$ cat config.mk
export PLATFORM = sky130hd
export DESIGN_NAME = sat_axis_mtv_tracker
export DESIGN_NICKNAME = d
export VERILOG_FILES = /design/src/hw/rtl/sat_pkg.sv /design/src/hw/rtl/sat_mul.sv /design/src/hw/rtl/sat_div.sv /design/src/hw/rtl/sat_axis_mtv_tracker.sv
export SDC_FILE = /design/constraint.sdc
export NUM_CORES = 2
export LEC_CHECK = 0
export BUFFER_PORTS_ARGS = -buffer_cell sky130_fd_sc_hd__buf_2
export CAP_MARGIN = 15
export CORE_MARGIN = 2
export CORE_UTILIZATION = 25
export CTS_BUF_LIST = sky130_fd_sc_hd__clkbuf_8
export CTS_CLUSTER_DIAMETER = 200
export DETAILED_ROUTE_END_ITERATION = 8
export PLACE_DENSITY = 0.5
export SLEW_MARGIN = 0
export SYNTH_ARGS = -nofsm -noshare
export SYNTH_HDL_FRONTEND = slang
export SYNTH_SLANG_ARGS = --single-unit
$ cat constraint.sdc
create_clock -name clock -period 15.4 [get_ports clock]
set_clock_uncertainty 0.05 [all_clocks]
set_input_delay 3.08 -clock clock [delete_from_list [all_inputs] [get_ports clock]]
set_output_delay 3.08 -clock clock [all_outputs]
set_load 0.05 [all_outputs]
$ cat src/hw/rtl/sat_pkg.sv
// Shared types, widths and helpers for the separating-axis MTV tracker.
`timescale 1ns / 1ps

package sat_pkg;

   localparam int COORD_W    = 32;
   localparam int LEN_W      = 64;
   localparam int DIVIDEND_W = 79;
   localparam int QUOT_W     = 32;

   // Status of the shared divider as seen by the sequencer
   typedef struct packed {
      logic done;
      logic capped;
   } div_stat_type;

   function automatic logic [COORD_W-1:0] mag32(input logic [COORD_W-1:0] v);
      return v[COORD_W-1] ? (~v + COORD_W'(1)) : v;
   endfunction

endpackage

$ cat src/hw/rtl/sat_mul.sv
// Shared 32 x 32 unsigned multiplier with a registered product.
`timescale 1ns / 1ps

module sat_mul (
   input  logic                             clock,
   input  logic [sat_pkg::COORD_W-1:0]      op_a,
   input  logic [sat_pkg::COORD_W-1:0]      op_b,
   output logic [2*sat_pkg::COORD_W-1:0]    prod
);

   logic [2*sat_pkg::COORD_W-1:0] prod_ff;

   always_ff @(posedge clock) begin
      prod_ff <= op_a * op_b;
   end

   assign prod = prod_ff;

endmodule

$ cat src/hw/rtl/sat_div.sv
// Restoring divider, one quotient bit a cycle; a quotient of 2^32 or more is flagged as capped.
`timescale 1ns / 1ps

module sat_div (
   input  logic                               clock,
   input  logic                               reset,
   input  logic                               start,
   input  logic [sat_pkg::DIVIDEND_W-1:0]     dividend,
   input  logic [sat_pkg::LEN_W-1:0]          divisor,
   output logic [sat_pkg::QUOT_W-1:0]         quotient,
   output sat_pkg::div_stat_type              stat
);

   typedef enum logic [1:0] {
      D_IDLE,
      D_CHECK,
      D_STEP
   } state_type;

   localparam int HI_W  = sat_pkg::DIVIDEND_W - sat_pkg::QUOT_W;
   localparam int CNT_W = $clog2(sat_pkg::QUOT_W);

   state_type                          state_ff;
   logic [sat_pkg::DIVIDEND_W-1:0]     num_ff;
   logic [sat_pkg::LEN_W-1:0]          den_ff;
   logic [sat_pkg::LEN_W-1:0]          rem_ff;
   logic [sat_pkg::QUOT_W-1:0]         low_ff;
   logic [sat_pkg::QUOT_W-1:0]         quot_ff;
   logic [CNT_W-1:0]                   cnt_ff;
   logic                               done_ff;
   logic                               capped_ff;

   logic [HI_W-1:0]                    num_hi;
   logic                               hi_too_big;
   logic [sat_pkg::LEN_W:0]            trial;
   logic [sat_pkg::LEN_W:0]            diff;
   logic                               take;
   logic [sat_pkg::LEN_W-1:0]          rem_in;

   assign num_hi     = num_ff[sat_pkg::DIVIDEND_W-1:sat_pkg::QUOT_W];
   // quotient reaches 2^32 exactly when the upper dividend bits reach the divisor
   assign hi_too_big = {{(sat_pkg::LEN_W-HI_W){1'b0}}, num_hi} >= den_ff;
   assign trial      = {rem_ff, low_ff[sat_pkg::QUOT_W-1]};
   assign take       = trial >= {1'b0, den_ff};
   assign diff       = trial - {1'b0, den_ff};
   assign rem_in     = take ? diff[sat_pkg::LEN_W-1:0] : trial[sat_pkg::LEN_W-1:0];

   always_ff @(posedge clock) begin
      if (reset) begin
         state_ff  <= D_IDLE;
         done_ff   <= 1'b0;
         capped_ff <= 1'b0;
      end else begin
         unique case (state_ff)
            D_IDLE: begin
               done_ff <= 1'b0;
               if (start) begin
                  num_ff   <= dividend;
                  den_ff   <= divisor;
                  state_ff <= D_CHECK;
               end
            end
            D_CHECK: begin
               if (hi_too_big) begin
                  capped_ff <= 1'b1;
                  done_ff   <= 1'b1;
                  state_ff  <= D_IDLE;
               end else begin
                  capped_ff <= 1'b0;
                  rem_ff    <= {{(sat_pkg::LEN_W-HI_W){1'b0}}, num_hi};
                  low_ff    <= num_ff[sat_pkg::QUOT_W-1:0];
                  cnt_ff    <= '0;
                  state_ff  <= D_STEP;
               end
            end
            D_STEP: begin
               rem_ff  <= rem_in;
               low_ff  <= {low_ff[sat_pkg::QUOT_W-2:0], 1'b0};
               quot_ff <= {quot_ff[sat_pkg::QUOT_W-2:0], take};
               cnt_ff  <= cnt_ff + CNT_W'(1);
               if (cnt_ff == CNT_W'(sat_pkg::QUOT_W - 1)) begin
                  done_ff  <= 1'b1;
                  state_ff <= D_IDLE;
               end
            end
            default: state_ff <= D_IDLE;
         endcase
      end
   end

   assign quotient    = quot_ff;
   assign stat.done   = done_ff;
   assign stat.capped = capped_ff;

   a_done_pulse: assert property (@(posedge clock) disable iff (reset)
      done_ff |=> !done_ff)
      else $error("divider done held for more than one cycle");

   a_start_idle: assert property (@(posedge clock) disable iff (reset)
      start |-> state_ff == D_IDLE)
      else $error("divider started while busy");

   a_cap_done: assert property (@(posedge clock) disable iff (reset)
      (state_ff == D_CHECK && hi_too_big) |=> (done_ff && capped_ff))
      else $error("overflowing quotient not reported as capped");

endmodule

$ cat src/hw/rtl/sat_axis_mtv_tracker.sv
// Separating-axis test with minimum translation vector tracking, top level.
// A degenerate or separated axis goes from request through the length and check steps to
// the result; an overlapping one also divides each component, skipping the divide steps
// where a quotient overflows. One request in flight, so no new request is taken until
// the result is issued. The 32-step restoring divider, once per component, sets the rate.
// Reset (synchronous) clears the kept vector to zero, its length to all ones, threshold to 1.
`timescale 1ns / 1ps

module sat_axis_mtv_tracker (
   input  logic                          clock,
   input  logic                          reset,

   input  logic                          csr_write_en,
   input  logic [31:0]                   csr_write_data,

   input  logic                          req_valid,
   output logic                          req_stall,
   input  logic                          req_start_req,
   input  logic signed [31:0]            req_axis_x,
   input  logic signed [31:0]            req_axis_y,
   input  logic signed [31:0]            req_axis_z,
   input  logic signed [31:0]            req_min_first,
   input  logic signed [31:0]            req_max_first,
   input  logic signed [31:0]            req_min_second,
   input  logic signed [31:0]            req_max_second,

   output logic                          rsp_valid,
   input  logic                          rsp_stall,
   output logic                          rsp_overlaps,
   output logic signed [31:0]            rsp_mtv_x,
   output logic signed [31:0]            rsp_mtv_y,
   output logic signed [31:0]            rsp_mtv_z,
   output logic [63:0]                   rsp_mtv_length_sq
);

   localparam int CW = sat_pkg::COORD_W;
   localparam int LW = sat_pkg::LEN_W;

   typedef enum logic [3:0] {
      S_IDLE,
      S_LEN,
      S_CHECK,
      S_PMUL,
      S_PWAIT,
      S_DIV,
      S_SMUL,
      S_SWAIT,
      S_UPD,
      S_FIN
   } state_type;

   localparam logic [CW-1:0] POS_LIMIT = {1'b0, {(CW-1){1'b1}}};
   localparam logic [CW-1:0] NEG_LIMIT = {1'b1, {(CW-1){1'b0}}};

   state_type               state_ff;
   logic [1:0]              cnt_ff;
   logic [1:0]              comp_ff;
   logic [31:0]             thr_ff;
   logic [CW-1:0]           ax_ff [3];
   logic [CW-1:0]           min_a_ff;
   logic [CW-1:0]           max_a_ff;
   logic [CW-1:0]           min_b_ff;
   logic [CW-1:0]           max_b_ff;
   logic [LW-1:0]           len_ff;
   logic [LW-1:0]           csq_ff;
   logic [CW-1:0]           omag_ff;
   logic                    ovneg_ff;
   logic                    ovl_ff;
   logic [CW-1:0]           cand_ff [3];
   logic [CW-1:0]           magc_ff;
   logic [CW-1:0]           best_vec_ff [3];
   logic [LW-1:0]           best_len_ff;

   logic                    rsp_valid_ff;
   logic                    rsp_overlaps_ff;
   logic [CW-1:0]           rsp_mtv_ff [3];
   logic [LW-1:0]           rsp_len_ff;

   logic [1:0]              sel_idx;
   logic [CW-1:0]           ax_sel;
   logic [CW-1:0]           mul_a;
   logic [CW-1:0]           mul_b;
   logic [2*CW-1:0]         prod;
   logic                    div_start;
   logic [sat_pkg::QUOT_W-1:0] div_quot;
   sat_pkg::div_stat_type   div_stat;

   logic signed [CW:0]      d0;
   logic signed [CW:0]      d1;
   logic                    degenerate;
   logic                    separated;
   logic                    take_left;
   logic                    neg_c;
   logic [CW-1:0]           magc_in;
   logic [CW-1:0]           cand_in;
   logic                    better;
   logic                    accept;
   logic                    rsp_free;

   assign accept   = req_valid && !req_stall;
   assign rsp_free = !rsp_valid_ff || !rsp_stall;

   assign sel_idx = (state_ff == S_LEN) ? ((cnt_ff == 2'd3) ? 2'd2 : cnt_ff) : comp_ff;
   assign ax_sel  = ax_ff[sel_idx];

   always_comb begin
      mul_a = sat_pkg::mag32(ax_sel);
      mul_b = mul_a;
      case (state_ff)
         S_PMUL: mul_b = omag_ff;
         S_SMUL: begin
            mul_a = magc_ff;
            mul_b = magc_ff;
         end
         default: ;
      endcase
   end

   sat_mul u_mul (
      .clock (clock),
      .op_a  (mul_a),
      .op_b  (mul_b),
      .prod  (prod)
   );

   assign div_start = (state_ff == S_PWAIT);

   sat_div u_div (
      .clock    (clock),
      .reset    (reset),
      .start    (div_start),
      .dividend ({prod[2*CW-2:0], 16'd0}),
      .divisor  (len_ff),
      .quotient (div_quot),
      .stat     (div_stat)
   );

   // interval penetrations, exact in 33 bits
   assign d0 = {max_b_ff[CW-1], max_b_ff} - {min_a_ff[CW-1], min_a_ff};
   assign d1 = {max_a_ff[CW-1], max_a_ff} - {min_b_ff[CW-1], min_b_ff};
   assign degenerate = (len_ff < {32'd0, thr_ff}) || (len_ff == '0);
   assign separated  = d0[CW] || (d0 == '0) || d1[CW] || (d1 == '0);
   assign take_left  = d0 < d1;

   // saturate the quotient into the signed component range
   assign neg_c = ax_sel[CW-1] ^ ovneg_ff;
   always_comb begin
      if (neg_c) begin
         magc_in = (div_stat.capped || div_quot > NEG_LIMIT) ? NEG_LIMIT : div_quot;
         cand_in = ~magc_in + CW'(1);
      end else begin
         magc_in = (div_stat.capped || div_quot > POS_LIMIT) ? POS_LIMIT : div_quot;
         cand_in = magc_in;
      end
   end

   assign better = csq_ff < best_len_ff;

   always_ff @(posedge clock) begin
      if (reset) begin
         state_ff     <= S_IDLE;
         rsp_valid_ff <= 1'b0;
         thr_ff       <= 32'd1;
         best_len_ff  <= '1;
         for (int i = 0; i < 3; i++) begin
            best_vec_ff[i] <= '0;
         end
      end else begin
         if (csr_write_en) begin
            thr_ff <= csr_write_data;
         end
         if (rsp_valid_ff && !rsp_stall && state_ff != S_FIN) begin
            rsp_valid_ff <= 1'b0;
         end
         unique case (state_ff)
            S_IDLE: begin
               if (accept) begin
                  ax_ff[0] <= req_axis_x;
                  ax_ff[1] <= req_axis_y;
                  ax_ff[2] <= req_axis_z;
                  min_a_ff <= req_min_first;
                  max_a_ff <= req_max_first;
                  min_b_ff <= req_min_second;
                  max_b_ff <= req_max_second;
                  len_ff   <= '0;
                  cnt_ff   <= '0;
                  if (req_start_req) begin
                     best_len_ff <= '1;
                     for (int i = 0; i < 3; i++) begin
                        best_vec_ff[i] <= '0;
                     end
                  end
                  state_ff <= S_LEN;
               end
            end
            S_LEN: begin
               // issue one square a cycle, add the previous one
               if (cnt_ff != 2'd0) begin
                  len_ff <= len_ff + prod;
               end
               cnt_ff <= cnt_ff + 2'd1;
               if (cnt_ff == 2'd3) begin
                  state_ff <= S_CHECK;
               end
            end
            S_CHECK: begin
               omag_ff  <= take_left ? d0[CW-1:0] : d1[CW-1:0];
               ovneg_ff <= !take_left;
               comp_ff  <= '0;
               csq_ff   <= '0;
               if (degenerate) begin
                  ovl_ff   <= 1'b1;
                  state_ff <= S_FIN;
               end else if (separated) begin
                  ovl_ff   <= 1'b0;
                  state_ff <= S_FIN;
               end else begin
                  ovl_ff   <= 1'b1;
                  state_ff <= S_PMUL;
               end
            end
            S_PMUL: state_ff <= S_PWAIT;
            S_PWAIT: state_ff <= S_DIV;
            S_DIV: begin
               if (div_stat.done) begin
                  cand_ff[comp_ff] <= cand_in;
                  magc_ff          <= magc_in;
                  state_ff         <= S_SMUL;
               end
            end
            S_SMUL: state_ff <= S_SWAIT;
            S_SWAIT: begin
               csq_ff <= csq_ff + prod;
               if (comp_ff == 2'd2) begin
                  state_ff <= S_UPD;
               end else begin
                  comp_ff  <= comp_ff + 2'd1;
                  state_ff <= S_PMUL;
               end
            end
            S_UPD: begin
               if (better) begin
                  best_len_ff <= csq_ff;
                  for (int i = 0; i < 3; i++) begin
                     best_vec_ff[i] <= cand_ff[i];
                  end
               end
               state_ff <= S_FIN;
            end
            S_FIN: begin
               // hold until the output register is free
               if (rsp_free) begin
                  rsp_valid_ff    <= 1'b1;
                  rsp_overlaps_ff <= ovl_ff;
                  rsp_len_ff      <= best_len_ff;
                  for (int i = 0; i < 3; i++) begin
                     rsp_mtv_ff[i] <= best_vec_ff[i];
                  end
                  state_ff <= S_IDLE;
               end
            end
            default: state_ff <= S_IDLE;
         endcase
      end
   end

   assign req_stall         = (state_ff != S_IDLE);
   assign rsp_valid         = rsp_valid_ff;
   assign rsp_overlaps      = rsp_overlaps_ff;
   assign rsp_mtv_x         = rsp_mtv_ff[0];
   assign rsp_mtv_y         = rsp_mtv_ff[1];
   assign rsp_mtv_z         = rsp_mtv_ff[2];
   assign rsp_mtv_length_sq = rsp_len_ff;

   a_rsp_from_fin: assert property (@(posedge clock) disable iff (reset)
      $rose(rsp_valid_ff) |-> $past(state_ff == S_FIN))
      else $error("result raised outside the finish step");

   a_empty_best_zero: assert property (@(posedge clock) disable iff (reset)
      (best_len_ff == '1) |->
         (best_vec_ff[0] == '0 && best_vec_ff[1] == '0 && best_vec_ff[2] == '0))
      else $error("kept vector not zero while no vector is kept");

   a_div_done_in_div: assert property (@(posedge clock) disable iff (reset)
      div_stat.done |-> state_ff == S_DIV)
      else $error("divider finished outside the divide step");

endmodule
==> metrics.yaml <==
routing:
  postRouteAntennaNets: 0
  initialDrtViolationCount: 6151
  drc: 0
  drt_pass1_iterations: 8
  vias: 71500
  viasPerCell: 4.76
  totalWireLength_um: 335000
  drt-wirelength-per-cell_um: 22.3
yosys:
  post-synth-top-area-cell: "edfxtp_1"
  synth.area.top_cells: "edfxtp_1 (32%), fa_1 (19%), ha_1 (9.3%)"
  synth.ff_latch_count: 1188
  avgSynthCellArea_sq_um: 10.1
  syn_area_sq_um: 95000
  ys_seq_area_share_pct: 35.8
  yosysMostFrequentCell: "inv_1"
  ys.flop_type: "edfxtp_1"
  yosysTopAreaCellShare_pct: 32.2
  synthDistinctLibCells: 93
  synth.net_count: 11300
  ys_warn_count: 0
  synth_cells: 9453
  synth_common_cells: "inv_1 (1,260), nor2_1 (1,062), edfxtp_1 (1,019)"
  ys_async_sr_fraction_pct: 0
  synth-edff-count: 1019
global_route:
  grt_usage_pct: 17.1
  antenna_found_initial: 58
  grt_max_degree: 100
  grt_pass1_wl_um: 487000
  grt_pass1_vias: 71500
  grt-ovfl-total: 0
clocking:
  cts.sinks: 1188
  clk_path_buf_depth: 4
  clockRootBuffer: "clkbuf_8"
  clock_latency_ns: 1.01
  numCtsBuffers: 209
  postCtsSetupRepairBufs: 0
  cts-resized-gates: 0
  htree_num_levels: 4
  clk_transition_reported_paths_ns: 0.06
  cts_tree: "done"
  holdBufCountCts: 0
timing:
  period_minus_slack_ns: 12.70
  fmax_ghz: 0.0787
  hold_viol: 0
  fin_crit_sh_pct: 82.5
  slew_headroom_pct: 14.5
  drv_slew: 0
  worst_slew_pin_slew_ns: 1.28
  rsz0062_at_grt: "false"
  finalSetupTns_ns: 0
  setup_viol: 0
  finalHoldWorstSlack_ns: 0.319
cells_and_area:
  synthToLayoutAreaGrowth_pct: 12.9
  final_util_pct: 28.3
  design_area_sq_um: 107000
  nFillCells: 39800
  nNetsFinal: 11700
  drive_gt1_share_pct: 10.1
critical_path:
  critPathRequiredTime_ns: 16.23
  startpoint_type: "register"
  cp_slowest_stage_delay_ns: 0.97
  path_max_fanout: 65
  slowest_stage: "o21a_1"
  r2r_slack_ns: 2.70
  critical_path_class: "register to register"
  cp.arrival_ns: 13.54
  worstSetupEndpointType: "register"
run:
  max_cap_violations: 0
place:
  gp_congestion: 0.941
  io_buffers: 424
  hpwl_um: 257000
  placed_area_sq_um: 103000
die:
  ioPinCount: 425
  die_y_um: 621
  die_area_sq_um: 385000
  initial_utilization_pct: 25.1
  placementRows: 226
  die_w_um: 621
  core_sq_um: 379000
min_path:
  hp-class: "register to register"
outcome:
  status: "completed"
[kinds of logic after synthesis]
logic type	after synthesis	synth area share (%)
DFF	1188	35.8
muxes	208	2.24
adders and majority gates	1605	28.3
AOI/OAI and AO/OA	1643	11.0
and+or+nand+nor	2822	13.1
xor gates and xnor gates	307	2.85
buffers and inverters	1680	6.78
[path summary, 6_finish.rpt]
kind	start	to	cells after the start
setup / recovery	state_ff[0]	u_mul.prod[61]	39
hold / removal	best_vec_ff[0][46]	rsp_mtv_ff[0][46]	0
setup reg to reg	state_ff[0]	u_mul.prod[61]	39
hold reg to reg	best_vec_ff[0][46]	rsp_mtv_ff[0][46]	0
[registers in the layout, indices dropped and copies added, names as in the netlist, 4 cells and up]
register and cells:
ax_ff 96, best_vec_ff 96, cand_ff 96, rsp_mtv_ff 96, best_len_ff 64, csq_ff 64, len_ff 64, rsp_mtv_length_sq 64
u_div.den_ff 64, u_div.rem_ff 64, u_mul.prod 64, u_div.num_ff 63, magc_ff 32, max_a_ff 32, max_b_ff 32, min_a_ff 32
min_b_ff 32, omag_ff 32, thr_ff 32, u_div.quotient 32, u_div.low_ff 16, u_div.cnt_ff 5, state_ff 4
[layout make-up]
class | count | area [sq um] | area share, %
tap | 5016 | 6280 | 5.85
clock buffer | 219 | 3010 | 2.81
multi-input combinational | 6585 | 54900 | 51.2
sequential | 1188 | 34000 | 31.7
inverter | 1262 | 4740 | 4.42
timing repair buffer | 589 | 3390 | 3.16
clock inverter | 152 | 921 | 0.858
antenna | 12 | 30.0 | 0.0280
[critical path: cells and delay by family (launching register included)]
| family | cells | cell delay (ns) |
|---|---|---|
| fa+ha+maj | 10 | 4.67 |
| compound gates | 12 | 3.94 |
| simple gates | 6 | 1.74 |
| mux | 1 | 0.66 |
| flops | 1 | 0.63 |
| buf+inv | 8 | 0.49 |
| xor+xnor | 2 | 0.36 |
[cell usage in the layout (no fill, tap or decap), drive strengths merged, types with 29 or more instances in the layout]
master | netlist | routed
o31ai | 33 | 33
o21a | 94 | 94
inv | 1261 | 1323
o211ai | 42 | 42
nand2b | 57 | 57
dfxtp | 169 | 169
buf | 106 | 588
clkbuf | 312 | 220
nor3 | 107 | 107
and3 | 141 | 141
o21bai | 66 | 66
a21o | 232 | 232
xnor2 | 200 | 200
ha | 704 | 704
nor2 | 1062 | 1062
or3 | 29 | 29
nor2b | 56 | 56
nand4 | 102 | 102
and2 | 53 | 53
fa | 901 | 901
nand3 | 95 | 95
mux2 | 33 | 33
clkinv | 1 | 73
nor4 | 56 | 56
a31oi | 81 | 81
nand2 | 974 | 974
xor2 | 107 | 107
mux2i | 175 | 175
a22oi | 31 | 31
a211oi | 56 | 56
o21ai | 311 | 311
a21oi | 515 | 515
edfxtp | 1019 | 1019
[per-stage QoR]
step           worst slack [ns]  instances
6_report                   2.70      15000
5_1_grt                    2.01      15000
4_1_cts                    2.70      15000
3_5_place_dp               2.77      14600
3_3_place_gp               2.89      14600
2_1_floorplan              1.77       9453
[metal layers]
metal,track usage (%),vias up,routed length [um]
met5,0.0758,-,356
met4,7.11,52,16200
met3,3.87,690,27300
met2,26.8,2766,148000
met1,22.7,35200,144000
li1,-,32800,-
Power is not shown: default switching activity piles up to over one toggle a cycle in this logic, so the estimate is an artifact.
